==> config.mk <==
export PLATFORM = sky130hd
export DESIGN_NAME = rotary_encoder_interface_flat
export DESIGN_NICKNAME = d
export VERILOG_FILES = /design/src/sv/rei_pkg.sv /design/src/sv/rei_in_if.sv /design/src/sv/rei_out_if.sv /design/src/sv/rei_cfg_regs.sv /design/src/sv/rei_quad.sv /design/src/sv/rei_switch.sv /design/src/sv/rotary_encoder_interface.sv /design/src/flat_wrapper.sv
export SDC_FILE = /design/constraint.sdc
export NUM_CORES = 1
export LEC_CHECK = 0
export ABC_AREA = 0
export BUFFER_PORTS_ARGS = -buffer_cell sky130_fd_sc_hd__buf_2
export CAP_MARGIN = 30
export CORE_MARGIN = 2
export CORE_UTILIZATION = 35
export CTS_CLUSTER_DIAMETER = 100
export DETAILED_ROUTE_END_ITERATION = 7
export GPL_TIMING_DRIVEN = 1
export PLACE_DENSITY = 0.62
export SLEW_MARGIN = 25
export SYNTH_ARGS = -nofsm -noshare
export SYNTH_HDL_FRONTEND = slang
export SYNTH_SLANG_ARGS = --single-unit
==> constraint.sdc <==
create_clock -name clk -period 5.6 [get_ports clk]
set_input_delay 0.56 -clock clk [delete_from_list [all_inputs] [get_ports clk]]
set_output_delay 0.56 -clock clk [all_outputs]
set_load 0.005 [all_outputs]
==> src/sv/rei_pkg.sv <==
// shared types, codes and tables for the rotary encoder interface
`timescale 1ns / 1ps
`default_nettype none

package rei_pkg;

  localparam logic [1:0] MODE_SAMPLE = 2'd0;
  localparam logic [1:0] MODE_POLL   = 2'd1;
  localparam logic [1:0] MODE_READ   = 2'd2;

  localparam logic [2:0] EV_NONE  = 3'd0;
  localparam logic [2:0] EV_CLICK = 3'd1;
  localparam logic [2:0] EV_LONG  = 3'd2;
  localparam logic [2:0] EV_LEFT  = 3'd3;
  localparam logic [2:0] EV_RIGHT = 3'd4;

  localparam logic signed [3:0] DETENT_POS = 4'sd4;
  localparam logic signed [3:0] DETENT_NEG = -4'sd4;

  localparam logic [1:0] QUAD_RST = 2'b01;

  localparam logic [15:0] DEBOUNCE_RST   = 16'd50;
  localparam logic [15:0] LONG_PRESS_RST = 16'd1000;

  localparam int unsigned CFG_ADDR_W = 3;

  typedef struct packed {
    logic [15:0] debounce_ms;
    logic [15:0] long_press_ms;
  } cfg_t;

  typedef struct packed {
    logic click;
    logic long_click;
  } sw_flags_t;

  function automatic logic signed [1:0] quad_delta(input logic [3:0] idx);
    logic signed [1:0] d;
    unique case (idx)
      4'd2, 4'd4, 4'd11, 4'd13: d = 2'sd1;
      4'd1, 4'd7, 4'd8, 4'd14:  d = -2'sd1;
      default:                  d = 2'sd0;
    endcase
    return d;
  endfunction

endpackage

`default_nettype wire

==> src/sv/rei_in_if.sv <==
// request channel carrying pin samples, polls and reads
`timescale 1ns / 1ps
`default_nettype none

interface rei_in_if;
  logic        valid;
  logic        ready;
  logic [1:0]  mode;
  logic        quad_a;
  logic        quad_b;
  logic        button_pressed;
  logic [31:0] now_ms;

  modport source (output valid, mode, quad_a, quad_b, button_pressed, now_ms, input ready);
  modport sink   (input valid, mode, quad_a, quad_b, button_pressed, now_ms, output ready);
endinterface

`default_nettype wire

==> src/sv/rei_out_if.sv <==
// result channel carrying event code and tick total
`timescale 1ns / 1ps
`default_nettype none

interface rei_out_if;
  logic               valid;
  logic               ready;
  logic [2:0]         event_res;
  logic signed [15:0] tick_total;

  modport source (output valid, event_res, tick_total, input ready);
  modport sink   (input valid, event_res, tick_total, output ready);
endinterface

`default_nettype wire

==> src/sv/rei_cfg_regs.sv <==
// apb-style configuration registers for debounce and long-press limits
`timescale 1ns / 1ps
`default_nettype none

module rei_cfg_regs (
  input  wire logic                            clk,
  input  wire logic                            rst_n,
  input  wire logic                            psel,
  input  wire logic                            penable,
  input  wire logic                            pwrite,
  input  wire logic [rei_pkg::CFG_ADDR_W-1:0] paddr,
  input  wire logic [31:0]                     pwdata,
  output logic [31:0]                          prdata,
  output logic                                 pready,
  output rei_pkg::cfg_t                        cfg
);

  rei_pkg::cfg_t cfg_r;
  logic          wr_en;

  assign pready = 1'b1;
  assign wr_en  = psel && penable && pwrite;
  assign cfg    = cfg_r;

  always_ff @(posedge clk) begin
    if (!rst_n) begin
      cfg_r.debounce_ms   <= rei_pkg::DEBOUNCE_RST;
      cfg_r.long_press_ms <= rei_pkg::LONG_PRESS_RST;
    end else if (wr_en) begin
      if (paddr[2]) begin
        cfg_r.long_press_ms <= pwdata[15:0];
      end else begin
        cfg_r.debounce_ms <= pwdata[15:0];
      end
    end
  end

  always_comb begin
    if (paddr[2]) begin
      prdata = {16'd0, cfg_r.long_press_ms};
    end else begin
      prdata = {16'd0, cfg_r.debounce_ms};
    end
  end

endmodule

`default_nettype wire

==> src/sv/rei_quad.sv <==
// quadrature decoder with detent accumulator and rotation count
`timescale 1ns / 1ps
`default_nettype none

module rei_quad (
  input  wire logic        clk,
  input  wire logic        rst_n,
  input  wire logic        sample_en,
  input  wire logic        quad_a,
  input  wire logic        quad_b,
  input  wire logic        rot_clr,
  output logic [15:0]      rot_count
);

  logic [1:0]        prev_r;
  logic signed [3:0] acc_r;
  logic [15:0]       rot_r;

  logic [1:0]        cur;
  logic signed [1:0] delta;
  logic signed [3:0] acc_sum;
  logic signed [3:0] acc_nxt;
  logic [15:0]       rot_nxt;

  assign cur       = {quad_a, quad_b};
  assign delta     = rei_pkg::quad_delta({prev_r, cur});
  assign acc_sum   = acc_r + {{2{delta[1]}}, delta};
  assign rot_count = rot_r;

  always_comb begin
    acc_nxt = acc_sum;
    rot_nxt = rot_r;
    if (acc_sum == rei_pkg::DETENT_POS) begin
      acc_nxt = 4'sd0;
      rot_nxt = rot_r + 16'd1;
    end else if (acc_sum == rei_pkg::DETENT_NEG) begin
      acc_nxt = 4'sd0;
      rot_nxt = rot_r - 16'd1;
    end
  end

  always_ff @(posedge clk) begin
    if (!rst_n) begin
      prev_r <= rei_pkg::QUAD_RST;
      acc_r  <= 4'sd0;
      rot_r  <= 16'd0;
    end else if (sample_en) begin
      prev_r <= cur;
      acc_r  <= acc_nxt;
      rot_r  <= rot_nxt;
    end else if (rot_clr) begin
      rot_r <= 16'd0;
    end
  end

endmodule

`default_nettype wire

==> src/sv/rei_switch.sv <==
// time-gated switch debounce with click and long-click flags
`timescale 1ns / 1ps
`default_nettype none

module rei_switch (
  input  wire logic               clk,
  input  wire logic               rst_n,
  input  wire logic               sample_en,
  input  wire logic               pressed,
  input  wire logic [31:0]        now_ms,
  input  wire rei_pkg::cfg_t      cfg,
  input  wire rei_pkg::sw_flags_t flag_clr,
  output rei_pkg::sw_flags_t      flags
);

  logic               deb_r;
  logic               raw_r;
  logic [31:0]        edge_time_r;
  rei_pkg::sw_flags_t flags_r;

  logic [31:0] elapsed;
  logic        changed;
  logic        accepted;

  assign elapsed  = now_ms - edge_time_r;
  assign changed  = sample_en && (pressed != raw_r);
  assign accepted = changed && (elapsed >= {16'd0, cfg.debounce_ms});
  assign flags    = flags_r;

  always_ff @(posedge clk) begin
    if (!rst_n) begin
      deb_r       <= 1'b0;
      raw_r       <= 1'b0;
      edge_time_r <= 32'd0;
      flags_r     <= '0;
    end else begin
      if (changed) begin
        raw_r <= pressed;
      end
      if (accepted) begin
        edge_time_r <= now_ms;
        if (pressed != deb_r) begin
          deb_r <= pressed;
          if (!pressed) begin
            if (elapsed > {16'd0, cfg.long_press_ms}) begin
              flags_r.long_click <= 1'b1;
            end else begin
              flags_r.click <= 1'b1;
            end
          end
        end
      end
      if (flag_clr.click) begin
        flags_r.click <= 1'b0;
      end
      if (flag_clr.long_click) begin
        flags_r.long_click <= 1'b0;
      end
    end
  end

endmodule

`default_nettype wire

==> src/sv/rotary_encoder_interface.sv <==
// rotary encoder interface: usage
// in_ch carries one request per handshake: mode 0 is a pin sample (a/b levels,
// switch level, ms timestamp), mode 1 polls for an event, mode 2 reads and
// clears the tick total. out_ch returns exactly one result per request: event
// code and tick total. a request is registered into the input register on
// acceptance; its result goes into the output register once that is empty
// or being taken. one request per cycle is sustained while out_ch takes
// results; the limit is the single update of the decoder, debounce and tick
// registers per cycle. when out_ch stalls the result is held, one more
// request is taken into the input register, and in_ch.ready then drops until
// the result is taken. cfg_* is an apb-style port: debounce_ms at 0x0,
// long_press_ms at 0x4, written only while idle: a user rule, not enforced
// by the block. synchronous active-low reset clears all state but request
// and result data, loads defaults (50 ms and 1000 ms), empties both registers.
`timescale 1ns / 1ps
`default_nettype none

module rotary_encoder_interface (
  input  wire logic                            clk,
  input  wire logic                            rst_n,
  rei_in_if.sink                               in_ch,
  rei_out_if.source                            out_ch,
  input  wire logic                            cfg_psel,
  input  wire logic                            cfg_penable,
  input  wire logic                            cfg_pwrite,
  input  wire logic [rei_pkg::CFG_ADDR_W-1:0] cfg_paddr,
  input  wire logic [31:0]                     cfg_pwdata,
  output logic [31:0]                          cfg_prdata,
  output logic                                 cfg_pready
);

  rei_pkg::cfg_t      cfg;
  rei_pkg::sw_flags_t sw_flags;
  rei_pkg::sw_flags_t sw_clr;

  logic        s1_valid_r;
  logic [1:0]  s1_mode_r;
  logic        s1_a_r;
  logic        s1_b_r;
  logic        s1_btn_r;
  logic [31:0] s1_now_r;
  logic        s1_fire;
  logic        in_fire;

  logic [15:0] rot_count;
  logic        rot_clr;
  logic        sample_en;

  logic [15:0] tick_r;
  logic [15:0] tick_nxt;
  logic [15:0] tick_sum;

  logic        out_valid_r;
  logic [2:0]  out_event_r;
  logic [15:0] out_tick_r;
  logic [2:0]  ev_nxt;
  logic [15:0] shown_nxt;

  assign s1_fire      = s1_valid_r && (!out_valid_r || out_ch.ready);
  assign in_ch.ready  = !s1_valid_r || s1_fire;
  assign in_fire      = in_ch.valid && in_ch.ready;

  assign out_ch.valid      = out_valid_r;
  assign out_ch.event_res  = out_event_r;
  assign out_ch.tick_total = out_tick_r;

  rei_cfg_regs u_cfg (
    .clk     (clk),
    .rst_n   (rst_n),
    .psel    (cfg_psel),
    .penable (cfg_penable),
    .pwrite  (cfg_pwrite),
    .paddr   (cfg_paddr),
    .pwdata  (cfg_pwdata),
    .prdata  (cfg_prdata),
    .pready  (cfg_pready),
    .cfg     (cfg)
  );

  rei_quad u_quad (
    .clk       (clk),
    .rst_n     (rst_n),
    .sample_en (sample_en),
    .quad_a    (s1_a_r),
    .quad_b    (s1_b_r),
    .rot_clr   (rot_clr),
    .rot_count (rot_count)
  );

  rei_switch u_switch (
    .clk       (clk),
    .rst_n     (rst_n),
    .sample_en (sample_en),
    .pressed   (s1_btn_r),
    .now_ms    (s1_now_r),
    .cfg       (cfg),
    .flag_clr  (sw_clr),
    .flags     (sw_flags)
  );

  always_ff @(posedge clk) begin
    if (!rst_n) begin
      s1_valid_r <= 1'b0;
    end else if (in_ch.ready) begin
      s1_valid_r <= in_ch.valid;
    end
  end

  always_ff @(posedge clk) begin
    if (in_fire) begin
      s1_mode_r <= in_ch.mode;
      s1_a_r    <= in_ch.quad_a;
      s1_b_r    <= in_ch.quad_b;
      s1_btn_r  <= in_ch.button_pressed;
      s1_now_r  <= in_ch.now_ms;
    end
  end

  assign tick_sum = tick_r + rot_count;

  always_comb begin
    sample_en = 1'b0;
    rot_clr   = 1'b0;
    sw_clr    = '0;
    tick_nxt  = tick_r;
    ev_nxt    = rei_pkg::EV_NONE;
    shown_nxt = tick_r;
    if (s1_fire) begin
      unique case (s1_mode_r)
        rei_pkg::MODE_SAMPLE: begin
          sample_en = 1'b1;
        end
        rei_pkg::MODE_POLL: begin
          priority if (sw_flags.click) begin
            sw_clr.click = 1'b1;
            ev_nxt       = rei_pkg::EV_CLICK;
          end else if (sw_flags.long_click) begin
            sw_clr.long_click = 1'b1;
            ev_nxt            = rei_pkg::EV_LONG;
          end else begin
            tick_nxt  = tick_sum;
            shown_nxt = tick_sum;
            if (rot_count != 16'd0) begin
              rot_clr = 1'b1;
              ev_nxt  = tick_sum[15] ? rei_pkg::EV_LEFT : rei_pkg::EV_RIGHT;
            end
          end
        end
        rei_pkg::MODE_READ: begin
          tick_nxt = 16'd0;
        end
        default: begin
        end
      endcase
    end
  end

  always_ff @(posedge clk) begin
    if (!rst_n) begin
      tick_r      <= 16'd0;
      out_valid_r <= 1'b0;
    end else begin
      tick_r <= tick_nxt;
      if (s1_fire) begin
        out_valid_r <= 1'b1;
      end else if (out_ch.ready) begin
        out_valid_r <= 1'b0;
      end
    end
  end

  always_ff @(posedge clk) begin
    if (s1_fire) begin
      out_event_r <= ev_nxt;
      out_tick_r  <= shown_nxt;
    end
  end

`ifndef NO_ASSERTIONS
  a_result_follows: assert property (@(posedge clk) disable iff (!rst_n)
    s1_fire |=> out_valid_r)
    else $error("processed request gave no result");

  a_click_first: assert property (@(posedge clk) disable iff (!rst_n)
    (s1_fire && (s1_mode_r == rei_pkg::MODE_POLL) && sw_flags.click)
      |=> (out_event_r == rei_pkg::EV_CLICK) && !sw_flags.click)
    else $error("pending click not reported and cleared");

  a_read_clears: assert property (@(posedge clk) disable iff (!rst_n)
    (s1_fire && (s1_mode_r == rei_pkg::MODE_READ))
      |=> (tick_r == 16'd0) && (out_tick_r == $past(tick_r)))
    else $error("read did not return and clear tick total");
`endif

endmodule

`default_nettype wire

==> src/flat_wrapper.sv <==
// flat-port wrapper written by rule: the top's interface ports become plain ports
module rotary_encoder_interface_flat 
  (clk, rst_n, cfg_psel, cfg_penable, cfg_pwrite, cfg_paddr, cfg_pwdata, cfg_prdata, cfg_pready, in_ch_valid, in_ch_mode, in_ch_quad_a, in_ch_quad_b, in_ch_button_pressed, in_ch_now_ms, in_ch_ready, out_ch_valid, out_ch_event_res, out_ch_tick_total, out_ch_ready);
  rei_in_if in_ch_i ();
  rei_out_if out_ch_i ();
  input  wire logic clk;
  input  wire logic rst_n;
  input  wire logic cfg_psel;
  input  wire logic cfg_penable;
  input  wire logic cfg_pwrite;
  input  wire logic [rei_pkg::CFG_ADDR_W-1:0] cfg_paddr;
  input  wire logic [31:0] cfg_pwdata;
  output logic [31:0] cfg_prdata;
  output logic cfg_pready;
  input wire logic [$bits(in_ch_i.valid)-1:0] in_ch_valid;
  input wire logic [$bits(in_ch_i.mode)-1:0] in_ch_mode;
  input wire logic [$bits(in_ch_i.quad_a)-1:0] in_ch_quad_a;
  input wire logic [$bits(in_ch_i.quad_b)-1:0] in_ch_quad_b;
  input wire logic [$bits(in_ch_i.button_pressed)-1:0] in_ch_button_pressed;
  input wire logic [$bits(in_ch_i.now_ms)-1:0] in_ch_now_ms;
  output wire logic [$bits(in_ch_i.ready)-1:0] in_ch_ready;
  output wire logic [$bits(out_ch_i.valid)-1:0] out_ch_valid;
  output wire logic [$bits(out_ch_i.event_res)-1:0] out_ch_event_res;
  output wire logic [$bits(out_ch_i.tick_total)-1:0] out_ch_tick_total;
  input wire logic [$bits(out_ch_i.ready)-1:0] out_ch_ready;
  assign in_ch_i.valid = in_ch_valid;
  assign in_ch_i.mode = in_ch_mode;
  assign in_ch_i.quad_a = in_ch_quad_a;
  assign in_ch_i.quad_b = in_ch_quad_b;
  assign in_ch_i.button_pressed = in_ch_button_pressed;
  assign in_ch_i.now_ms = in_ch_now_ms;
  assign in_ch_ready = in_ch_i.ready;
  assign out_ch_valid = out_ch_i.valid;
  assign out_ch_event_res = out_ch_i.event_res;
  assign out_ch_tick_total = out_ch_i.tick_total;
  assign out_ch_i.ready = out_ch_ready;
  rotary_encoder_interface u_core (.clk(clk), .rst_n(rst_n), .in_ch(in_ch_i), .out_ch(out_ch_i), .cfg_psel(cfg_psel), .cfg_penable(cfg_penable), .cfg_pwrite(cfg_pwrite), .cfg_paddr(cfg_paddr), .cfg_pwdata(cfg_pwdata), .cfg_prdata(cfg_prdata), .cfg_pready(cfg_pready));
endmodule
[Word level (Yosys, flattened, before mapping)]
Memories as Yosys holds them, arrays and structs flattened.
Cells that the tools add are included.
Word-level totals
  register bits after elaboration: 164
  bits in read-only memories: 32
  logic and storage cells: 98
  memories kept: 1
Memories
  (no name shown): words 16, bits a word 2, rd ports 1, clocked after memory_dff 0, wr ports 0, RTL line rei_pkg.sv:39  | unique case (idx)
Cells by class
  add/sub/neg operators: 5
  $lt $le $gt $ge: 2
  equal/unequal tests: 7
  multiplexer cells: 29
  bitwise gates (word level): 6
  reduce and logical (&&, ||, !) cells: 26
Operators with widths (number)
  $mux W16: 8
  $ge A32 B16 Y1: 1
  $gt A32 B16 Y1: 1
  $pmux W16 S2: 1
  $sub A32 B32 Y32: 1
  $add A16 B1 Y16 const B: 1
  $add A16 B16 Y16: 1
  $reduce_bool A16 Y1: 1
  $sub A16 B1 Y16 const B: 1
  $mux W1: 13
  $reduce_and A2 Y1: 5
  $mux W2: 4
  $mux W4: 2
  $reduce_and A4 Y1: 2
  $logic_and A1 B1 Y1: 6
  $not A1 Y1: 6
  $reduce_bool A2 Y1: 3
  $reduce_or A2 Y1: 3
  $add A4 B4 Y4: 1
  $eq A4 B3 Y1 const B: 1
  $eq A4 B4 Y1 const B: 1
  $reduce_or A4 Y1: 1
  $mux W3: 1
  $ne A3 B1 Y1 const B: 1
  other kinds (6): 9

[Depth between registers and ports, before layout]
Gate-level depths: netlist of run 1.
  depth in word-level cells: 8
  depth in mapped cells: 23
  depth with buffers taken out: 23

[Modules after synthesis]
Synthesis of run 1 repeated with hierarchy kept, for this count alone.
Unflattened totals
  cells, all modules: 1236
  area total of the unflattened synthesis: 11083.1 um^2
Modules (own cells, without submodules)
  rei_switch: times used 1, cells an instance 587, area an instance 4299.1 um^2, seq. area each 720.7 um^2
  rotary_encoder_interface: times used 1, cells an instance 294, area an instance 3447.1 um^2, seq. area each 2042.0 um^2
  rei_quad: times used 1, cells an instance 186, area an instance 1699.1 um^2, seq. area each 440.4 um^2
  rei_cfg_regs: times used 1, cells an instance 169, area an instance 1637.8 um^2, seq. area each 640.6 um^2

[Worst setup path after synthesis of run 1]
Ideal clock, no wire load.
  kind: flip-flop to flip-flop
  start point: register u_core.s1_b_r
  end point: register u_core.u_quad.rot_r[15] (netlist: u_core.u_quad.rot_count[15])
  library setup time: 0.122 ns
  arrival: 4.827 ns
  data required time: 5.478 ns
  setup slack: 0.651 ns
  cell stages (with the launch flop): 23
  clock period less this slack: 4.949 ns
  cell sequence: edfxtp_1 inv_1 ha_1 xnor2_1 xnor2_1 ha_1 inv_1 fa_1 nor2b_1 nor2b_1 nand2_1 ha_1 a21o_1 a21o_1 a2111oi_0 nor3_1 nor3_1 nor3_1 o31ai_1 a21oi_1 a31oi_1 nor3_1 nand3b_1
Between the ends
  longest elaborated chain between the ends: 5
Ends and longest elaborated chain
  start, declared: RTL line rotary_encoder_interface.sv:39  | logic s1_b_r;
  start signal, assigned: RTL line rotary_encoder_interface.sv:113  | s1_b_r <= in_ch.quad_b;
  $mem_v2 Z16 W2 *
  $add A4 B4 Y4 *: RTL line rei_quad.sv:27  | assign acc_sum = acc_r + {{2{delta[1]}}, delta};
  $eq A4 B4 Y1 or $eq A4 B3 Y1 (tied branches): RTL line rei_quad.sv:33, rei_quad.sv:36
  $ne A3 B1 Y1 (no line) or $mux W16 (tied branches)
  $reduce_and A2 Y1 (no line) or $mux W16 (tied branches)
  end signal, assigned: RTL line rei_quad.sv:50  | rot_r <= rot_nxt;
  end, declared: RTL line rei_quad.sv:17  | logic [15:0] rot_r;
Mark *: on every way between the ends. The rest lies on a longest branch, timed or not.
A chain may end at the register's enable or synchronous reset.

[Worst setup path after layout of run 1]
Same ends and word-level chain as after synthesis.

==> parameters.txt, run 1 <==
Parameter                              Value

Detailed routing
  Total Routed Length ... 23100 um
  Mean routed wirelength per cell ... 13.8 um
  Drt pass-1 iters ... 7
  Number of violations reported at the end of detailed-routing iteration 0 ... 568
  DRC violation count after routing ... 0
  DR vias ... 8273
  Remaining antenna violation count ... 0
  Via-per-instance ratio ... 4.95

CTS
  Largest buffer count on any clock path ... 2
  Count of H-tree levels built during CTS ... 4
  Number of buffers inserted to repair setup after CTS ... 0
  CTS sink cnt ... 164
  Resized Gates After CTS ... 0
  Clock buffers created by TritonCTS ... 17
  CTS Hold Buffers Added ... 0
  Clock-pin transition on the worst setup and hold timing paths ... 0.08 ns
  CTS tree ... done
  Buffer type at the clock tree root ... clkbuf_16
  Insertion delay to the later sink of the worst-skew pair ... 0.43 ns

Critical path
  Crit start category ... register
  Reg-to-reg startpoint ... u_core.s1_b_r
  CP required ... 5.92 ns
  Critical R2R Capture ... u_core.u_quad.rot_count[15]
  Worst R2R Path Depth ... 22
  Critical path peak fanout ... 4
  FF-to-FF setup slack ... 0.56 ns
  Kind of end point of the critical path ... register
  Data arrival time of the worst path ... 5.36 ns
  Classification of the worst setup path ... register to register

Power and ir drop
  Leakage power ... 4.82 nW
  Power density normalized to cell area ... 246 nW/um2
  Total power draw ... 2.91 mW
  Maximum resistive drop on vdd ... 143 uV

Synthesis
  Number of warnings issued by yosys ... 0
  Cell area after synthesis ... 10500 um2
  Leading cell types by count after synthesis ... nand2_1, dfxtp_1, ha_1
  Share of async-settable or async-resettable flops after synthesis ... 0%
  #FFs+latches synth ... 164
  Post-synthesis average cell area ... 8.82 um2
  Synth area leader ... dfxtp_1
  Area share of the largest cell type after synthesis ... 20.6%
  Proportion of synthesized chip area in sequential cells ... 36.7%
  Post-Syn Instances ... 1189
  Top post-synthesis cells by area ... dfxtp_1, edfxtp_1, ha_1
  Most used flip-flop cell after synthesis ... dfxtp_1
  Post-synthesis cell type count ... 69
  Count leader, synth ... nand2_1
  EDFF count, synth ... 56

Global routing
  GRT Util Overall ... 15.2%
  Overall overflow remaining after global route ... 0
  Vias in the first global route ... 7725
  Maximum number of pins on one net before global-route repair ... 82
  Number of antenna violations at the first check in global routing ... 0
  First-pass GRT wire length ... 38300 um

STA
  Final worst path period need ... 5.04 ns
  Fmax achieved ... 198 MHz
  Final worst hold slack ... 0.300 ns
  Transition time of the tightest slew-check pin ... 0.934 ns
  Relative max-transition margin ... 37.7%
  Tcrit/Tclk final ... 90.0%
  Setup TNS after final layout ... 0 ns
  Final Setup Violations ... 0
  Unrepaired setup endpoints after global routing ... no
  Hold Violations, Final ... 0
  Worst Skew ... 0.0113 ns
  Number of max-slew violations in the final report ... 0
  Setup WS post-layout ... 0.559 ns

Die
  # IOs ... 133
  Chip width ... 177 um
  Cell row count ... 63
  Initial standard-cell utilization of the core ... 35.5%
  Die Y ... 177 um
  Standard cell core area ... 29600 um2
  Overall die area ... 31400 um2

Hold path
  Hold Path End ... u_core.s1_now_r[12]
  Startpoint of the tightest hold check path ... in_ch_now_ms[12]
  Type of the worst min-delay path ... input port to register
  Cell count of the worst hold path ... 1

Cells and area
  Area grow syn2layout ... 13.1%
  Non-Filler Cell Area, Final ... 11900 um2
  Layout Nets ... 1453
  Total inserted antenna cells ... 0
  Fraction of layout instances using a drive strength above 1 ... 12.4%

Placed design
  Worst slack at placement ... 0.335 ns
  Global placer's final weighted congestion ... 0.865
  Detailed-placement wirelength estimate ... 17100 um
  Port Buf Inserts ... 97
  Standard cell area after detailed placement ... 11300 um2

Outcome
  Status ... finished, final reports clean

Run
  MaxCap Viol Count ... 0
-- worst max-delay path: stages, from the launching register on --
cell       delay, ns
edfxtp_1        0.43
inv_1           0.12
ha_1            0.25
xnor2_1         0.19
xnor2_1         0.15
ha_1            0.19
inv_1           0.06
fa_1            0.49
nor2b_1         0.17
nor2b_2         0.22
nand2_1         0.18
ha_1            0.32
a21o_1          0.17
a21o_1          0.21
a2111oi_2       0.41
nor3_1          0.13
nor3_1          0.29
nor3_1          0.10
o31ai_1         0.32
a21oi_1         0.12
a31oi_1         0.19
nor3_1          0.06
nand3b_1        0.15
-- cell usage in the layout (no fill, tap or decap), types with 5 or more instances in the layout --
cell type    n
nand3_1     24
a21oi_1     56
ha_1       102
a211oi_1     6
buf_4        7
mux2i_1     35
a21boi_0    30
a21o_1      30
xor2_1      23
inv_1       89
nor4_1       5
nor3_1      17
o211ai_1    16
o21a_1       9
or3_1        5
clkinv_4     5
edfxtp_1    56
and2_1      14
nand2b_1    12
nand2_1    211
clkbuf_16   17
xnor2_1     33
a22oi_1     13
and3_1       5
dfxtp_1    108
conb_1      17
o2111ai_1    6
a31oi_1      7
nor2_1      41
buf_2       96
clkinv_8     5
nor2b_1     30
nand4_1      6
o21ai_0     70
-- per-layer routing --
| metal | up-vias | part of all wire [%] | track usage, % |
|---|---|---|---|
| met3 | 16 | 2.5 | 2.23 |
| met5 | - | 0 | 0 |
| met2 | 134 | 46 | 25.0 |
| li1 | 4284 | - | - |
| met4 | 0 | 1.0 | 3.86 |
| met1 | 3839 | 50 | 20.7 |
-- sequential cells by signal (all words and copies together), names as in the netlist, 2 cells and up --
name and cells:
u_core.u_quad.acc_r 4, u_core.u_switch.edge_time_r 32, u_core.u_switch.flags 2, u_core.out_ch.tick_total 16, u_core.tick_r 16, u_core.s1_mode_r 2
u_core.out_ch.event_res 3, u_core.s1_now_r 32, u_core.u_cfg.cfg 32, u_core.u_quad.prev_r 2, u_core.u_quad.rot_count 16
-- worst max-delay path by stage --
| stage | to | from | cells past startpoint |
|---|---|---|---|
| 2_1_floorplan | u_core.u_quad.rot_count[15] | u_core.s1_b_r | 22 |
| 3_3_place_gp | u_core.u_quad.rot_count[15] | u_core.s1_b_r | 22 |
| 3_5_place_dp | u_core.u_quad.rot_count[15] | u_core.s1_b_r | 22 |
| 4_1_cts | u_core.u_quad.rot_count[15] | u_core.s1_b_r | 22 |
| 5_1_grt | u_core.u_quad.rot_count[15] | u_core.s1_b_r | 22 |
| 6_report | u_core.u_quad.rot_count[15] | u_core.s1_b_r | 22 |
-- metrics by stage --
stage	cells	utilization [%]
2_1_floorplan	1204	-
3_3_place_gp	1639	38.1
3_5_place_dp	1639	38.1
4_1_cts	1671	40.1
5_1_grt	1671	40.1
6_report	1671	40.1
-- power breakdown --
part | internal [mW] | switching (mW)
clock network | 0.601 | 0.587
registers | 1.26 | 0.0200
logic | 0.185 | 0.256
total | 2.05 | 0.863
-- area by class of cell --
cell class,instances,area [um2]
Tap cell,390,488
Timing Repair Buffer,103,533
Sequential cell,164,3840
Multi-Input combinational cell,893,6060
Fill cell,2963,17700
Clock inverter,14,168
Inverter,89,334
Clock buffer,18,429
-- kinds of logic (layout without fill, tap and decap cells) --
kind of cell | count (synthesis) | in the layout | synth area share [%]
DFF | 164 | 164 | 36.7
adders and majority gates | 106 | 106 | 12.9
AOI/OAI and AO/OA | 284 | 284 | 18.5
muxes | 39 | 39 | 3.88
xor gates and xnor gates | 56 | 56 | 4.68
other | 2 | 17 | 0.0716
and+or+nand+nor | 391 | 391 | 17.1
buffers and inverters | 147 | 224 | 6.19
Power figures use the tool's default switching activity.
==> inputs of run 2 (changes only) <==
Settings changed: BUFFER_PORTS_ARGS -buffer_cell sky130_fd_sc_hd__buf_2 to -buffer_cell sky130_fd_sc_hd__buf_4.
==> parameters.txt, run 2 (same netlist as run 1, synthesis figures left out) <==
Parameter                              Value

Detailed routing
  Number of violations reported at the end of detailed-routing iteration 0 ... 498
  Total Routed Length ... 23000 um
  Remaining antenna violation count ... 0
  DRC violation count after routing ... 0
  Total routed wire length on the met1 layer ... 11400 um
  Top sig layer ... met4
  Length of routed met3 wiring ... 705 um
  DR vias ... 8283
  Via-per-instance ratio ... 4.95
  Mean routed wirelength per cell ... 13.8 um
  Total met2 wirelength after detailed routing ... 10500 um
  Drt pass-1 iters ... 5

Run
  MaxCap Viol Count ... 0

Critical path
  Crit start category ... register
  Crit-path cells ... inv_1 > ha_1 > xnor2_1 > xnor2_1 > ha_1 > inv_1 > fa_1 > nor2b_1 > nor2b_1 > nand2_1 > ha_1 > a21o_1 > a21o_1 > a2111oi_2 > nor3_1 > nor3_1 > nor3_1 > o31ai_1 > a21oi_1 > a31oi_1 > nor3_1 > nand3b_1
  Kind of end point of the critical path ... register
  Crit path top cell by count ... nor3_1
  Data arrival time of the worst path ... 5.38 ns
  Classification of the worst setup path ... register to register
  Worst R2R Path Depth ... 22
  CP required ... 5.92 ns
  Critical path peak fanout ... 4
  Max incr delay on CP ... 0.49 ns
  Slowest CP cell ... fa_1

Global routing
  Vias in the first global route ... 7763
  Maximum number of pins on one net before global-route repair ... 73
  Overall overflow remaining after global route ... 0
  GRT Util Overall ... 15.2%
  First-pass GRT wire length ... 38400 um
  Number of antenna violations at the first check in global routing ... 0

Power and ir drop
  Power density normalized to cell area ... 238 nW/um2
  Switching share of power ... 27.5%
  Maximum resistive drop on vdd ... 146 uV
  Leakage power ... 4.88 nW
  Switch Pwr ... 794 uW
  Pint ... 2.09 mW
  Share of power burned in registers ... 44.6%
  Clock group share of total power ... 39.3%
  Share of power burned in combinational logic ... 16.1%

Placed design
  Detailed-placement wirelength estimate ... 17200 um
  Cell total after placement ... 1639
  Global placer's final weighted congestion ... 0.864
  Port Buf Inserts ... 97
  Standard cell area after detailed placement ... 11500 um2

Outcome
  Status ... finished, final reports clean

Cells and area
  Non-Filler Cell Area, Final ... 12100 um2
  Commonest non-fill, non-tap cell in the layout ... nand2_1
  Area grow syn2layout ... 15.3%
  Fraction of layout instances using a drive strength above 1 ... 12.4%
  Total inserted antenna cells ... 0
  Layout Nets ... 1455
  Post-layout utilization of the core ... 40.9%
  Filler cells ... 2979
  Most frequent cells in the layout ... nand2_1, dfxtp_1, buf_4, ha_1, inv_1
  Number of non-filler instances in the completed layout ... 1673

STA
  Setup TNS after final layout ... 0 ns
  Transition time of the tightest slew-check pin ... 0.873 ns
  Relative max-transition margin ... 41.6%
  Tcrit/Tclk final ... 90.3%
  Unrepaired setup endpoints after global routing ... no
  Worst Skew ... 0.0112 ns
  Final Setup Violations ... 0
  Fmax achieved ... 198 MHz
  Number of max-slew violations in the final report ... 0
  Final worst path period need ... 5.06 ns
  Hold Violations, Final ... 0

CTS
  Count of H-tree levels built during CTS ... 4
  CTS tree ... done
  Clock-pin transition on the worst setup and hold timing paths ... 0.07 ns
  Number of buffers inserted to repair setup after CTS ... 0
  Insertion delay to the later sink of the worst-skew pair ... 0.44 ns
  CTS sink cnt ... 164
  Buffer type at the clock tree root ... clkbuf_16
  CTS Hold Buffers Added ... 0
  Largest buffer count on any clock path ... 2
  Clock buffers created by TritonCTS ... 17

Die
  Chip width ... 177 um
  # IOs ... 133
  Overall die area ... 31400 um2
  Initial standard-cell utilization of the core ... 35.5%
  Die Y ... 177 um
  Cell row count ... 63
  Standard cell core area ... 29600 um2

Hold path
  Cell count of the worst hold path ... 1
  Type of the worst min-delay path ... input port to register
-- run 2: cell count changes in the layout (fill, tap and decap cells not counted), sizes merged --
cell	delta
clkbuf	+1
inv	+1
clkinvlp	+3
buf	+2
clkinv	-6
bufinv	+1
-- run 2: what timing repair did --
item                                    in CTS  in global routing
gates resized for setup                      0                  2
endpoints found under the setup margin       0                  2
endpoints found under the hold margin        0                  0
-- run 2: power groups by stage --
| stage | logic (mW) | registers [mW] | clock network [mW] |
|---|---|---|---|
| floorplan | 0.333 | 1.31 | 0 |
| global placement | 0.452 | 1.31 | 0 |
| detailed placement | 0.461 | 1.31 | 0 |
| CTS | 0.463 | 1.29 | 1.17 |
| global route | 0.525 | 1.29 | 1.22 |
| finish | 0.464 | 1.29 | 1.13 |
-- run 2: layout make-up --
cell class | instances | area, um2 | area share [%]
Multi-Input combinational cell | 893 | 6060 | 50.1
Sequential cell | 164 | 3840 | 31.8
Clock buffer | 19 | 433 | 3.58
Clock inverter | 13 | 123 | 1.01
Timing Repair Buffer | 105 | 805 | 6.66
Inverter | 89 | 334 | 2.76
Tap cell | 390 | 488 | 4.04
-- run 2: metal layers --
layer / GRT usage, % / up-vias
li1: - / 4281
met1: 20.5 / 3831
met2: 24.8 / 142
met3: 2.53 / 29
met4: 5.03 / 0
met5: 0 / -
-- run 2: worst paths after layout --
kind | from | endpoint | slack, ns
max | u_core.s1_b_r | u_core.u_quad.rot_count[15] | 0.54
max reg2reg | u_core.s1_b_r | u_core.u_quad.rot_count[15] | 0.54
min reg2reg | u_core.u_switch.edge_time_r[16] | u_core.u_switch.edge_time_r[16] | 0.45
min | in_ch_now_ms[20] | u_core.s1_now_r[20] | 0.30
-- run 2: per-stage QoR --
stage / setup WS (ns) / power [mW] / hold WS, ns
3_3_place_gp: 0.435 / 1.76 / 0.442
4_1_cts: 0.345 / 2.92 / 0.281
3_5_place_dp: 0.366 / 1.77 / 0.447
5_1_grt: 0.0146 / 3.03 / 0.277
2_1_floorplan: 0.651 / 1.64 / 0.435
6_report: 0.541 / 2.88 / 0.302
-- run 2: critical path, delay by kind of cell (launching register included) --
family	cells	cell delay, ns
simple gates	8	1.36
buf+inv	2	0.17
compound gates	6	1.40
flops	1	0.42
xor+xnor	2	0.33
fa+ha+maj	4	1.25
==> inputs of run 3 (changes only) <==
Settings changed: REMOVE_ABC_BUFFERS from default to 1.
==> parameters.txt, run 3 (same netlist as run 1, synthesis figures left out) <==
Parameter                              Value

Die
  Die Y ... 177 um
  Standard cell core area ... 29600 um2
  Initial standard-cell utilization of the core ... 35.5%
  Cell row count ... 63
  Chip width ... 177 um
  # IOs ... 133
  Overall die area ... 31400 um2

Critical path
  CP required ... 5.93 ns
  Worst R2R Path Depth ... 22
  Crit start category ... register
  Critical path peak fanout ... 7
  Critical R2R Capture ... u_core.u_quad.rot_count[15]
  Buf+Inv Stages, Crit Path ... 2
  FF-to-FF setup slack ... 0.60 ns
  Crit path top cell by count ... nor3_1
  Data arrival time of the worst path ... 5.33 ns
  Slowest CP cell ... a2111oi_1
  Classification of the worst setup path ... register to register
  Largest delay contributor family on the critical path ... compound AO/OA/AOI/OAI gates
  Kind of end point of the critical path ... register
  Max incr delay on CP ... 0.51 ns
  Reg-to-reg startpoint ... u_core.s1_a_r
  Crit-path cells ... inv_1 > ha_1 > xnor2_1 > xnor2_1 > ha_1 > inv_1 > fa_1 > nor2b_1 > nor2b_2 > nand2_2 > ha_1 > a21o_1 > a21o_1 > a2111oi_1 > nor3_1 > nor3_1 > nor3_1 > o31ai_1 > a21oi_1 > a31oi_1 > nor3_1 > nand3b_1

STA
  Setup TNS after final layout ... 0 ns
  Final Setup Violations ... 0
  Setup WS post-layout ... 0.601 ns
  Worst Skew ... 0.0108 ns
  Relative max-transition margin ... 43.2%
  Transition time of the tightest slew-check pin ... 0.852 ns
  Final worst hold slack ... 0.287 ns
  Unrepaired setup endpoints after global routing ... no
  Hold Violations, Final ... 0
  Tcrit/Tclk final ... 89.3%
  Number of max-slew violations in the final report ... 0
  Fmax achieved ... 200 MHz
  Final worst path period need ... 5.00 ns

Global routing
  Maximum number of pins on one net before global-route repair ... 87
  First-pass GRT wire length ... 38900 um
  GRT Util Overall ... 15.3%
  Number of antenna violations at the first check in global routing ... 0
  Vias in the first global route ... 7914
  Overall overflow remaining after global route ... 0

CTS
  CTS tree ... done
  Count of H-tree levels built during CTS ... 4
  Clock buffers created by TritonCTS ... 17
  Resized Gates After CTS ... 0
  CTS sink cnt ... 164
  Clock-pin transition on the worst setup and hold timing paths ... 0.07 ns
  Insertion delay to the later sink of the worst-skew pair ... 0.44 ns
  CTS Hold Buffers Added ... 0
  Largest buffer count on any clock path ... 2
  Number of buffers inserted to repair setup after CTS ... 0
  Buffer type at the clock tree root ... clkbuf_16

Cells and area
  Area grow syn2layout ... 16.3%
  Fraction of layout instances using a drive strength above 1 ... 12.7%
  Number of non-filler instances in the completed layout ... 1675
  Total inserted antenna cells ... 0
  Commonest non-fill, non-tap cell in the layout ... nand2_1
  Most frequent cells in the layout ... nand2_1, dfxtp_1, buf_4, ha_1, inv_1
  Non-Filler Cell Area, Final ... 12200 um2
  Layout Nets ... 1457

Placed design
  Port Buf Inserts ... 97
  Global placer's final weighted congestion ... 0.852
  Standard cell area after detailed placement ... 11500 um2
  Worst slack at placement ... 0.357 ns
  Cell total after placement ... 1641
  Detailed-placement wirelength estimate ... 17100 um

Hold path
  Cell count of the worst hold path ... 1
  Startpoint of the tightest hold check path ... in_ch_now_ms[29]
  Type of the worst min-delay path ... input port to register
  Hold Path End ... u_core.s1_now_r[29]

Detailed routing
  Drt pass-1 iters ... 6
  Number of violations reported at the end of detailed-routing iteration 0 ... 503
  DRC violation count after routing ... 0
  Total Routed Length ... 23300 um
  DR vias ... 8365
  Via-per-instance ratio ... 4.99
  Mean routed wirelength per cell ... 13.9 um
  Remaining antenna violation count ... 0

Power and ir drop
  Maximum resistive drop on vdd ... 218 uV
  Power density normalized to cell area ... 250 nW/um2
  Leakage power ... 4.94 nW

Run
  MaxCap Viol Count ... 0

Outcome
  Status ... finished, final reports clean
-- run 3: area by class of cell --
cell class                      instances  area (um2)
Clock buffer                           17         425
Clock inverter                         15         214
Fill cell                            2978       17400
Inverter                               89         334
Multi-Input combinational cell        893        6060
Sequential cell                       164        3840
Tap cell                              390         488
Timing Repair Buffer                  107         831
-- run 3: metrics by stage --
stage               power, mW  utilization, %
floorplan                1.61               -
global placement         1.76            38.9
detailed placement       1.77            38.9
CTS                      3.07            41.1
global route             3.19            41.3
finish                   3.05            41.3
-- run 3: metal layers --
layer / vias to the layer above / track usage (%) / share of wire, %
met4: 0 / 4.86 / 1.7
met2: 171 / 24.0 / 44
li1: 4297 / - / -
met1: 3871 / 21.4 / 51
met5: - / 0 / 0
met3: 26 / 2.53 / 3.9
-- run 3: power by group --
group	switching [mW]	internal, mW
combinational	0.261	0.205
sequential	0.0194	1.27
clock	0.539	0.759
total	0.819	2.23
-- run 3: worst max-delay path by stage --
| stage | start | cells past startpoint | endpoint | slack [ns] |
|---|---|---|---|---|
| global placement | u_core.s1_b_r | 22 | u_core.u_quad.rot_count[15] | 0.44 |
| global route | u_core.s1_b_r | 22 | u_core.u_quad.rot_count[15] | 0.04 |
| detailed placement | u_core.s1_b_r | 22 | u_core.u_quad.rot_count[15] | 0.36 |
| floorplan | u_core.s1_b_r | 22 | u_core.u_quad.rot_count[15] | 0.65 |
| CTS | u_core.s1_b_r | 22 | u_core.u_quad.rot_count[15] | 0.33 |
| finish | u_core.s1_a_r | 22 | u_core.u_quad.rot_count[15] | 0.60 |
